<file path="src/rtl/hbim_pkg.sv">
// hbim_pkg: shared types and constants of the heartbeat interlock motor drive
// holds the item structs, operation and command codes and fixed-point constants
// no dependencies
package hbim_pkg;

    // operation codes of an input item
    localparam logic [1:0] OP_HEARTBEAT = 2'd0;
    localparam logic [1:0] OP_DRIVE     = 2'd1;
    localparam logic [1:0] OP_ESTOP     = 2'd2;
    localparam logic [1:0] OP_TICK      = 2'd3;

    // drive command codes
    localparam logic [3:0] CMD_FORWARD = 4'd0;
    localparam logic [3:0] CMD_BACK    = 4'd1;
    localparam logic [3:0] CMD_LEFT    = 4'd2;
    localparam logic [3:0] CMD_RIGHT   = 4'd3;
    localparam logic [3:0] CMD_ARM     = 4'd4;
    localparam logic [3:0] CMD_NEUTRAL = 4'd5;
    localparam logic [3:0] CMD_STOP    = 4'd6;
    localparam logic [3:0] CMD_ESTOP   = 4'd7;

    // configuration register indexes
    localparam logic [1:0] REG_UNLOCK_COUNT      = 2'd0;
    localparam logic [1:0] REG_HEARTBEAT_TIMEOUT = 2'd1;
    localparam logic [1:0] REG_CHECK_PERIOD      = 2'd2;

    localparam int CFG_IDX_W  = 2;
    localparam int CFG_DATA_W = 16;

    // configuration reset values
    localparam logic [7:0]  RST_UNLOCK_COUNT      = 8'd3;
    localparam logic [15:0] RST_HEARTBEAT_TIMEOUT = 16'd500;
    localparam logic [7:0]  RST_CHECK_PERIOD      = 8'd50;

    // speed: magnitude clamp, duty = floor(mag * 1023 / 10000) as (mag * M) >> 27
    localparam logic [13:0] SPEED_FULL     = 14'd10000;
    localparam logic [23:0] DUTY_RECIP     = 24'd13730474;
    localparam int          DUTY_SHIFT     = 27;

    // angle: clamp to 0..18000, pulse = 500 + floor(a / 9), a / 9 as (a * M) >> 18
    localparam logic [14:0] ANGLE_FULL     = 15'd18000;
    localparam logic [14:0] NINTH_RECIP    = 15'd29128;
    localparam int          NINTH_SHIFT    = 18;
    localparam logic [11:0] PULSE_MIN_US   = 12'd500;
    localparam logic [11:0] NEUTRAL_PULSE  = 12'd1500;

    // servo: duty = floor(pulse * 16384 / 20000) = floor(pulse * 512 / 625)
    localparam logic [20:0] SERVO_RECIP    = 21'd1717987;
    localparam int          SERVO_SHIFT    = 21;

    // input item
    typedef struct packed {
        logic [1:0]         op;
        logic [3:0]         command;
        logic signed [15:0] param_value;
    } t_in_item;

    // result item
    typedef struct packed {
        logic        left_in1;
        logic        left_in2;
        logic [9:0]  left_duty;
        logic        right_in1;
        logic        right_in2;
        logic [9:0]  right_duty;
        logic        bridge_enable;
        logic [13:0] arm_duty;
        logic        locked;
        logic        stop_fired;
    } t_out_item;

    // conditioned item held in the input register
    typedef struct packed {
        logic [1:0]  op;
        logic [3:0]  command;
        logic        fwd_pos;    // +param drives forward
        logic        fwd_neg;    // -param drives forward
        logic [9:0]  wheel_duty; // duty of the clamped speed magnitude
        logic [11:0] arm_pulse;  // servo pulse in us
    } t_prep;

    // configuration register set
    typedef struct packed {
        logic [7:0]  unlock_count;
        logic [15:0] beat_timeout;
        logic [7:0]  check_period_ms;
    } t_cfg;

endpackage

</file>
<file path="src/rtl/hbim_prep.sv">
// hbim_prep: conditions an incoming item before the input register
// clamps speed and angle, computes wheel duty and servo pulse; uses hbim_pkg
module hbim_prep (
    input  hbim_pkg::t_in_item i_item,
    output hbim_pkg::t_prep    o_prep
);
    import hbim_pkg::*;

    logic        neg;
    logic [16:0] abs_p;
    logic [13:0] mag;
    logic [37:0] duty_prod;
    logic [14:0] angle;
    logic [29:0] ninth_prod;
    logic [10:0] ninth;

    // speed magnitude, clamped to full scale
    always_comb begin
        neg   = i_item.param_value[15];
        abs_p = neg ? (17'd0 - {i_item.param_value[15], i_item.param_value})
                    : {1'b0, i_item.param_value};
        mag   = (abs_p > {3'b000, SPEED_FULL}) ? SPEED_FULL : abs_p[13:0];
    end

    // duty by reciprocal multiply
    assign duty_prod = {24'd0, mag} * {14'd0, DUTY_RECIP};

    // angle clamped to 0..18000, then divided by nine
    always_comb begin
        if (neg) begin
            angle = '0;
        end else if (i_item.param_value > $signed({1'b0, ANGLE_FULL})) begin
            angle = ANGLE_FULL;
        end else begin
            angle = i_item.param_value[14:0];
        end
    end

    assign ninth_prod = {15'd0, angle} * {15'd0, NINTH_RECIP};
    assign ninth      = ninth_prod[NINTH_SHIFT +: 11];

    // pack the conditioned item
    always_comb begin
        o_prep.op         = i_item.op;
        o_prep.command    = i_item.command;
        o_prep.fwd_pos    = !neg;
        o_prep.fwd_neg    = neg || (i_item.param_value == 16'sd0);
        o_prep.wheel_duty = duty_prod[DUTY_SHIFT +: 10];
        o_prep.arm_pulse  = (i_item.command == CMD_NEUTRAL) ? NEUTRAL_PULSE
                                                            : PULSE_MIN_US + {1'b0, ninth};
    end

endmodule

</file>
<file path="src/rtl/hbim_ctrl.sv">
// hbim_ctrl: interlock state, drive outputs and result register
// applies one conditioned item per advance; uses hbim_pkg
module hbim_ctrl (
    input  logic               i_clk,
    input  logic               i_rst_n,
    input  logic               i_advance,
    input  hbim_pkg::t_prep    i_prep,
    input  hbim_pkg::t_cfg     i_cfg,
    output hbim_pkg::t_out_item o_result
);
    import hbim_pkg::*;

    // interlock state
    logic        r_lock,     n_lock;
    logic [7:0]  r_rcount,   n_rcount;
    logic [15:0] r_since,    n_since;
    logic [7:0]  r_phase,    n_phase;
    logic [3:0]  r_pins,     n_pins;
    logic [9:0]  r_lduty,    n_lduty;
    logic [9:0]  r_rduty,    n_rduty;
    logic [13:0] r_servo,    n_servo;
    logic        r_standby,  n_standby;
    logic        n_fired;
    t_out_item   r_result,   n_result;

    logic [32:0] servo_prod;
    logic [13:0] servo_duty;
    logic [7:0]  rcount_inc;
    logic [15:0] since_inc;
    logic [8:0]  phase_inc;
    logic        left_fwd, right_fwd;
    logic        do_estop;

    // servo duty from the pulse width
    assign servo_prod = {21'd0, i_prep.arm_pulse} * {12'd0, SERVO_RECIP};
    assign servo_duty = {2'b00, servo_prod[SERVO_SHIFT +: 12]};

    assign rcount_inc = (r_rcount == 8'hFF) ? r_rcount : r_rcount + 8'd1;
    assign since_inc  = (r_since == 16'hFFFF) ? r_since : r_since + 16'd1;
    assign phase_inc  = {1'b0, r_phase} + 9'd1;

    // wheel directions per drive command
    always_comb begin
        unique case (i_prep.command)
            CMD_FORWARD: begin left_fwd = i_prep.fwd_pos; right_fwd = i_prep.fwd_pos; end
            CMD_BACK:    begin left_fwd = i_prep.fwd_neg; right_fwd = i_prep.fwd_neg; end
            CMD_LEFT:    begin left_fwd = i_prep.fwd_neg; right_fwd = i_prep.fwd_pos; end
            CMD_RIGHT:   begin left_fwd = i_prep.fwd_pos; right_fwd = i_prep.fwd_neg; end
            default:     begin left_fwd = 1'b1;           right_fwd = 1'b1;           end
        endcase
    end

    // next state for one item
    always_comb begin
        n_lock    = r_lock;
        n_rcount  = r_rcount;
        n_since   = r_since;
        n_phase   = r_phase;
        n_pins    = r_pins;
        n_lduty   = r_lduty;
        n_rduty   = r_rduty;
        n_servo   = r_servo;
        n_standby = r_standby;
        do_estop  = 1'b0;

        unique case (i_prep.op)
            OP_HEARTBEAT: begin
                n_since = '0;
                if (r_lock) begin
                    n_rcount = rcount_inc;
                    if (rcount_inc >= i_cfg.unlock_count) begin
                        n_lock    = 1'b0;
                        n_standby = 1'b1;
                    end
                end
            end
            OP_DRIVE: begin
                if (!r_lock) begin
                    unique case (i_prep.command)
                        CMD_FORWARD, CMD_BACK, CMD_LEFT, CMD_RIGHT: begin
                            n_lduty = i_prep.wheel_duty;
                            n_rduty = i_prep.wheel_duty;
                            n_pins  = {!right_fwd, right_fwd, !left_fwd, left_fwd};
                        end
                        CMD_ARM, CMD_NEUTRAL: begin
                            n_servo = servo_duty;
                        end
                        CMD_STOP: begin
                            n_lduty = '0;
                            n_rduty = '0;
                            n_pins  = 4'b0101;
                        end
                        CMD_ESTOP: begin
                            do_estop = 1'b1;
                        end
                        default: begin
                        end
                    endcase
                end
            end
            OP_ESTOP: begin
                do_estop = 1'b1;
            end
            OP_TICK: begin
                n_since = since_inc;
                if (phase_inc >= {1'b0, i_cfg.check_period_ms}) begin
                    n_phase = '0;
                    if (!r_lock && (since_inc > i_cfg.beat_timeout)) begin
                        do_estop = 1'b1;
                    end
                end else begin
                    n_phase = phase_inc[7:0];
                end
            end
            default: begin
            end
        endcase

        // short brake and lock
        if (do_estop) begin
            n_pins    = 4'hF;
            n_lduty   = '0;
            n_rduty   = '0;
            n_standby = 1'b0;
            n_lock    = 1'b1;
            n_rcount  = '0;
        end
        n_fired = do_estop;
    end

    // result item after the update
    always_comb begin
        n_result.left_in1      = n_pins[0];
        n_result.left_in2      = n_pins[1];
        n_result.left_duty     = n_lduty;
        n_result.right_in1     = n_pins[2];
        n_result.right_in2     = n_pins[3];
        n_result.right_duty    = n_rduty;
        n_result.bridge_enable = n_standby;
        n_result.arm_duty      = n_servo;
        n_result.locked        = n_lock;
        n_result.stop_fired    = n_fired;
    end

    // state registers
    always_ff @(posedge i_clk) begin
        if (!i_rst_n) begin
            r_lock    <= 1'b1;
            r_rcount  <= '0;
            r_since   <= '0;
            r_phase   <= '0;
            r_pins    <= '0;
            r_lduty   <= '0;
            r_rduty   <= '0;
            r_servo   <= '0;
            r_standby <= 1'b0;
        end else if (i_advance) begin
            r_lock    <= n_lock;
            r_rcount  <= n_rcount;
            r_since   <= n_since;
            r_phase   <= n_phase;
            r_pins    <= n_pins;
            r_lduty   <= n_lduty;
            r_rduty   <= n_rduty;
            r_servo   <= n_servo;
            r_standby <= n_standby;
        end
    end

    // result register
    always_ff @(posedge i_clk) begin
        if (i_advance) begin
            r_result <= n_result;
        end
    end

    assign o_result = r_result;

endmodule

</file>
<file path="src/rtl/heartbeat_interlock_motor_drive_unit.sv">
// heartbeat_interlock_motor_drive_unit: top level of the heartbeat interlock drive
// holds configuration registers, input register and handshake; uses hbim_pkg,
// hbim_prep and hbim_ctrl
//
// Usage:
//   Input channel (i_in_valid / o_in_ready / i_in_item) carries heartbeat,
//   drive command, emergency stop and one-millisecond tick items. Each item
//   gives exactly one result on the output channel (o_out_valid / i_out_ready /
//   o_out_item) showing bridge pins, wheel duties, standby, servo duty, lock
//   and whether this item fired an emergency stop.
//   Configuration is written through i_cfg_we / i_cfg_addr / i_cfg_data while
//   no item is in flight: 0 recovery threshold, 1 heartbeat timeout in ms,
//   2 check period in ticks; other indexes are ignored.
//   An accepted item waits in the input register (speed clamp, wheel duty and
//   servo pulse worked out on the way in), then passes through the interlock
//   update into the result register. Throughput is one item per cycle while
//   the receiver takes each result; the two registers form a two-stage
//   pipeline that keeps accepting while the output is taken.
//   When the receiver stalls, the result holds and the input register fills,
//   then o_in_ready drops until the result is taken.
//   Synchronous reset leaves the drive locked, standby low, all pins and
//   duties zero and the configuration at 3 / 500 / 50.
module heartbeat_interlock_motor_drive_unit (
    input  logic                               i_clk,
    input  logic                               i_rst_n,
    input  logic                               i_in_valid,
    output logic                               o_in_ready,
    input  hbim_pkg::t_in_item                 i_in_item,
    output logic                               o_out_valid,
    input  logic                               i_out_ready,
    output hbim_pkg::t_out_item                o_out_item,
    input  logic                               i_cfg_we,
    input  logic [hbim_pkg::CFG_IDX_W-1:0]     i_cfg_addr,
    input  logic [hbim_pkg::CFG_DATA_W-1:0]    i_cfg_data
);
    import hbim_pkg::*;

    t_cfg   r_cfg;
    t_prep  prep;
    t_prep  r_in;
    logic   r_in_valid;
    logic   r_out_valid;
    logic   advance;
    logic   in_accept;

    // configuration registers
    always_ff @(posedge i_clk) begin
        if (!i_rst_n) begin
            r_cfg.unlock_count    <= RST_UNLOCK_COUNT;
            r_cfg.beat_timeout    <= RST_HEARTBEAT_TIMEOUT;
            r_cfg.check_period_ms <= RST_CHECK_PERIOD;
        end else if (i_cfg_we) begin
            unique case (i_cfg_addr)
                REG_UNLOCK_COUNT:      r_cfg.unlock_count    <= i_cfg_data[7:0];
                REG_HEARTBEAT_TIMEOUT: r_cfg.beat_timeout    <= i_cfg_data;
                REG_CHECK_PERIOD:      r_cfg.check_period_ms <= i_cfg_data[7:0];
                default: begin
                end
            endcase
        end
    end

    // item conditioning ahead of the input register
    hbim_prep u_prep (
        .i_item (i_in_item),
        .o_prep (prep)
    );

    // pipeline handshake
    assign advance    = r_in_valid && (!r_out_valid || i_out_ready);
    assign o_in_ready = !r_in_valid || !r_out_valid || i_out_ready;
    assign in_accept  = i_in_valid && o_in_ready;

    // input register
    always_ff @(posedge i_clk) begin
        if (!i_rst_n) begin
            r_in_valid <= 1'b0;
        end else if (in_accept) begin
            r_in_valid <= 1'b1;
        end else if (advance) begin
            r_in_valid <= 1'b0;
        end
    end

    always_ff @(posedge i_clk) begin
        if (in_accept) begin
            r_in <= prep;
        end
    end

    // result valid flag
    always_ff @(posedge i_clk) begin
        if (!i_rst_n) begin
            r_out_valid <= 1'b0;
        end else if (advance) begin
            r_out_valid <= 1'b1;
        end else if (i_out_ready) begin
            r_out_valid <= 1'b0;
        end
    end

    // interlock state and result register
    hbim_ctrl u_ctrl (
        .i_clk     (i_clk),
        .i_rst_n   (i_rst_n),
        .i_advance (advance),
        .i_prep    (r_in),
        .i_cfg     (r_cfg),
        .o_result  (o_out_item)
    );

    assign o_out_valid = r_out_valid;

endmodule

</file>
<file path="config.mk">
export PLATFORM = sky130hd
export DESIGN_NAME = heartbeat_interlock_motor_drive_unit
export DESIGN_NICKNAME = d
export VERILOG_FILES = /design/src/rtl/hbim_pkg.sv /design/src/rtl/hbim_prep.sv /design/src/rtl/hbim_ctrl.sv /design/src/rtl/heartbeat_interlock_motor_drive_unit.sv
export SDC_FILE = /design/constraint.sdc
export NUM_CORES = 1
export LEC_CHECK = 0
export ABC_AREA = 1
export ABC_CLOCK_PERIOD_IN_PS = 6400
export BUFFER_PORTS_ARGS = -buffer_cell sky130_fd_sc_hd__clkbuf_2
export CAP_MARGIN = 0
export CORE_AREA = 10 10 225 227
export CTS_BUF_LIST = sky130_fd_sc_hd__clkbuf_2 sky130_fd_sc_hd__clkbuf_4 sky130_fd_sc_hd__clkbuf_8
export CTS_CLUSTER_DIAMETER = 30
export CTS_CLUSTER_SIZE = 28
export DETAILED_ROUTE_END_ITERATION = 10
export DIE_AREA = 0 0 235 237
export HOLD_SLACK_MARGIN = 0.05
export SYNTH_ARGS = -nofsm -noshare
export SYNTH_HDL_FRONTEND = slang
export SYNTH_SLANG_ARGS = --single-unit
</file>
<file path="constraint.sdc">
create_clock -name i_clk -period 6.4 [get_ports i_clk]
set_input_delay 0.32 -clock i_clk [delete_from_list [all_inputs] [get_ports i_clk]]
set_output_delay 0.32 -clock i_clk [all_outputs]
set_load 0.01 [all_outputs]
</file>
==> reports/metrics.cfg <==
[cells_and_area]
layout-drive-gt1-share_pct=12.3
stdcell_count=3361
nFillCells=4429
area_delta_synth_final_pct=13.4
diodes=0
layout.nets=3320

[global_route]
grtUsageTotal_pct=17.9
antenna_found_initial=0
grt_pass1_wl_mm=83.6
grt_pass1_vias=17101
grt-ovfl-total=0
grt_max_degree=88

[placement]
hpwl_mm=42.8
dp_slack_ns=-0.197
io_buffers=87
placedCellCount=3327
gp_congestion=0.918

[setup_path]
cp-start-kind=input port
crit_path_max_fanout=7
path_buf_inv=8
cp_data_arrival_time_ns=6.23
slowest_stage=fa_1
critPathKind=in -> reg
cp_data_required_time_ns=6.66
critical_path.max_stage_delay_ns=0.53
cpMostUsedCell=nand2_1
worstSetupEndpointType=flip-flop
critPathTopFamily=adder cells

[synth]
ys_seq_area_share_pct=20.7
synth_cells=2514
netlist_area_mm2=0.0205
synth-edff-count=71
syn-num-nets=3093
ys.flop_type=dfxtp_1
synthArstFlopShare_pct=0
yosysWarnings=0
ys_seq_elements=177
avgSynthCellArea_um2=8.16
yosys.cell_types.count=55

[clocking]
cts.sinks=177
clockBufferDepth=2
htreeDepth=4
cts_inserted_buffers=17
cts_root_buf=clkbuf_8
clk_latency_ns=0.49
clk_pin_slew_ns=0.13
cts_tree=yes

[floorplan]
die_y_um=237
io_pins=88
start_util_pct=44.4
die-width_um=235
die_area_mm2=0.0557
row_count=79
coreArea_mm2=0.0462

[drt]
via_per_inst=4.93
route.final.wire_length_mm=49.6
drt_iter0_markers=772
vias=16586
drc=0
wl_per_cell_um=14.8
dr.pass1.iters=6
ant_nets=0

[timing]
rsz0062_at_grt=true
slew_violations=0
fin_worst_skew_ns=0.0261
fin_crit_ns=5.97
slew_headroom_pct=27.5
hold_violations=0
worst_pin_slew_ns=1.08
finalWorstSetupSlack_ns=0.429
period_share_pct=93.3
finalSetupViolations=0
fmax_mhz=167

[worst_hold_path]
hold_path.class=in -> reg

[outcome]
status=finished, final reports clean

[flow_run]
cap_violations=0

## tightest hold or removal path, stage by stage
cell and delay (ns):
clkbuf_2 0.09, nand2_1 0.05, o211ai_1 0.07
## flip-flops by register name, indices dropped and copies added, names as in the netlist, 10 cells and up
name and count:
u_ctrl.o_result 41, u_ctrl.r_since 16, r_in 30, u_ctrl.r_rduty 10, u_ctrl.r_servo 14, u_ctrl.r_lduty 10, r_cfg 32
## logic make-up after synthesis
logic type / count (synthesis) / share of synthesized area (%)
DFF: 177 / 20.7
adders and majority gates: 534 / 39.3
and+or+nand+nor: 711 / 14.9
xor gates and xnor gates: 56 / 2.47
AOI/OAI and AO/OA: 412 / 11.1
buffers and inverters: 624 / 11.5
## per-stage QoR
step           util, %  hold slack (ns)  cell area (µm²)  TNS (ns)
2_1_floorplan        -            0.415            20500         0
3_3_place_gp      49.3            0.421            22700    -0.243
3_5_place_dp      49.3            0.426            22700     -1.07
4_1_cts           50.3           0.0550            23200         0
5_1_grt           50.4           0.0835            23300  -0.00571
6_report          50.4           0.0862            23300         0
## cells in the final DEF (no fill, tap or decap), drive strengths merged, types with 35 or more instances in the layout
cell / n
a21oi: 183
buf: 157
clkbuf: 104
dfxtp: 106
edfxtp: 71
fa: 184
ha: 350
inv: 593
nand2: 414
nand3: 73
nor2: 151
o21ai: 141
xor2: 35
## cell usage after synthesis, types with 12 or more instances
master	number	area [µm²]
fa_1	184	3680
nand4_1	19	119
a21oi_1	181	906
nand3_1	69	345
nor4_1	12	75.1
ha_1	350	4380
xor2_1	33	289
o21ai_0	131	656
xnor2_1	21	184
nor3_1	21	105
inv_1	572	2150
clkbuf_1	31	116
o22ai_1	18	113
edfxtp_1	71	2130
nor2_1	145	544
dfxtp_1	106	2120
o211ai_1	22	165
nand2_1	405	1520
## routing by layer
metal | vias up | GRT usage [%] | share of wire [%]
met3 | 46 | 2.41 | 3.1
li1 | 8520 | - | -
met2 | 243 | 32.1 | 49
met1 | 7777 | 22.7 | 47
met5 | - | 0 | 0
met4 | 0 | 3.09 | 1.2
## worst paths after layout
kind / start / end / slack, ns / depth (start not counted)
max reg2reg: r_in[9] / u_ctrl.o_result[10] / 0.83 / 17
min reg2reg: u_ctrl.r_servo[13] / u_ctrl.r_servo[13] / 0.44 / 2
min: i_cfg_data[8] / r_cfg[16] / 0.09 / 3
max: i_in_item[1] / r_in[18] / 0.43 / 34
## cell type report
class | instances | area [µm²] | share of cell area, %
timing repair buffer | 246 | 1630 | 7.03
inverter | 586 | 2200 | 9.47
multi-input combinational | 1713 | 13900 | 59.9
tap | 607 | 759 | 3.27
sequential | 177 | 4250 | 18.3
clock inverter | 15 | 229 | 0.985
clock buffer | 17 | 234 | 1.01
## what timing repair did
item	4_1_cts	5_1_grt
endpoints found under the hold margin	2	0
endpoints found under the setup margin	0	10
setup buffers	0	0
hold buffers	2	0
resized for setup	0	12
Power is not shown: default switching activity piles up to over one toggle a cycle in this logic, so the estimate is an artifact.
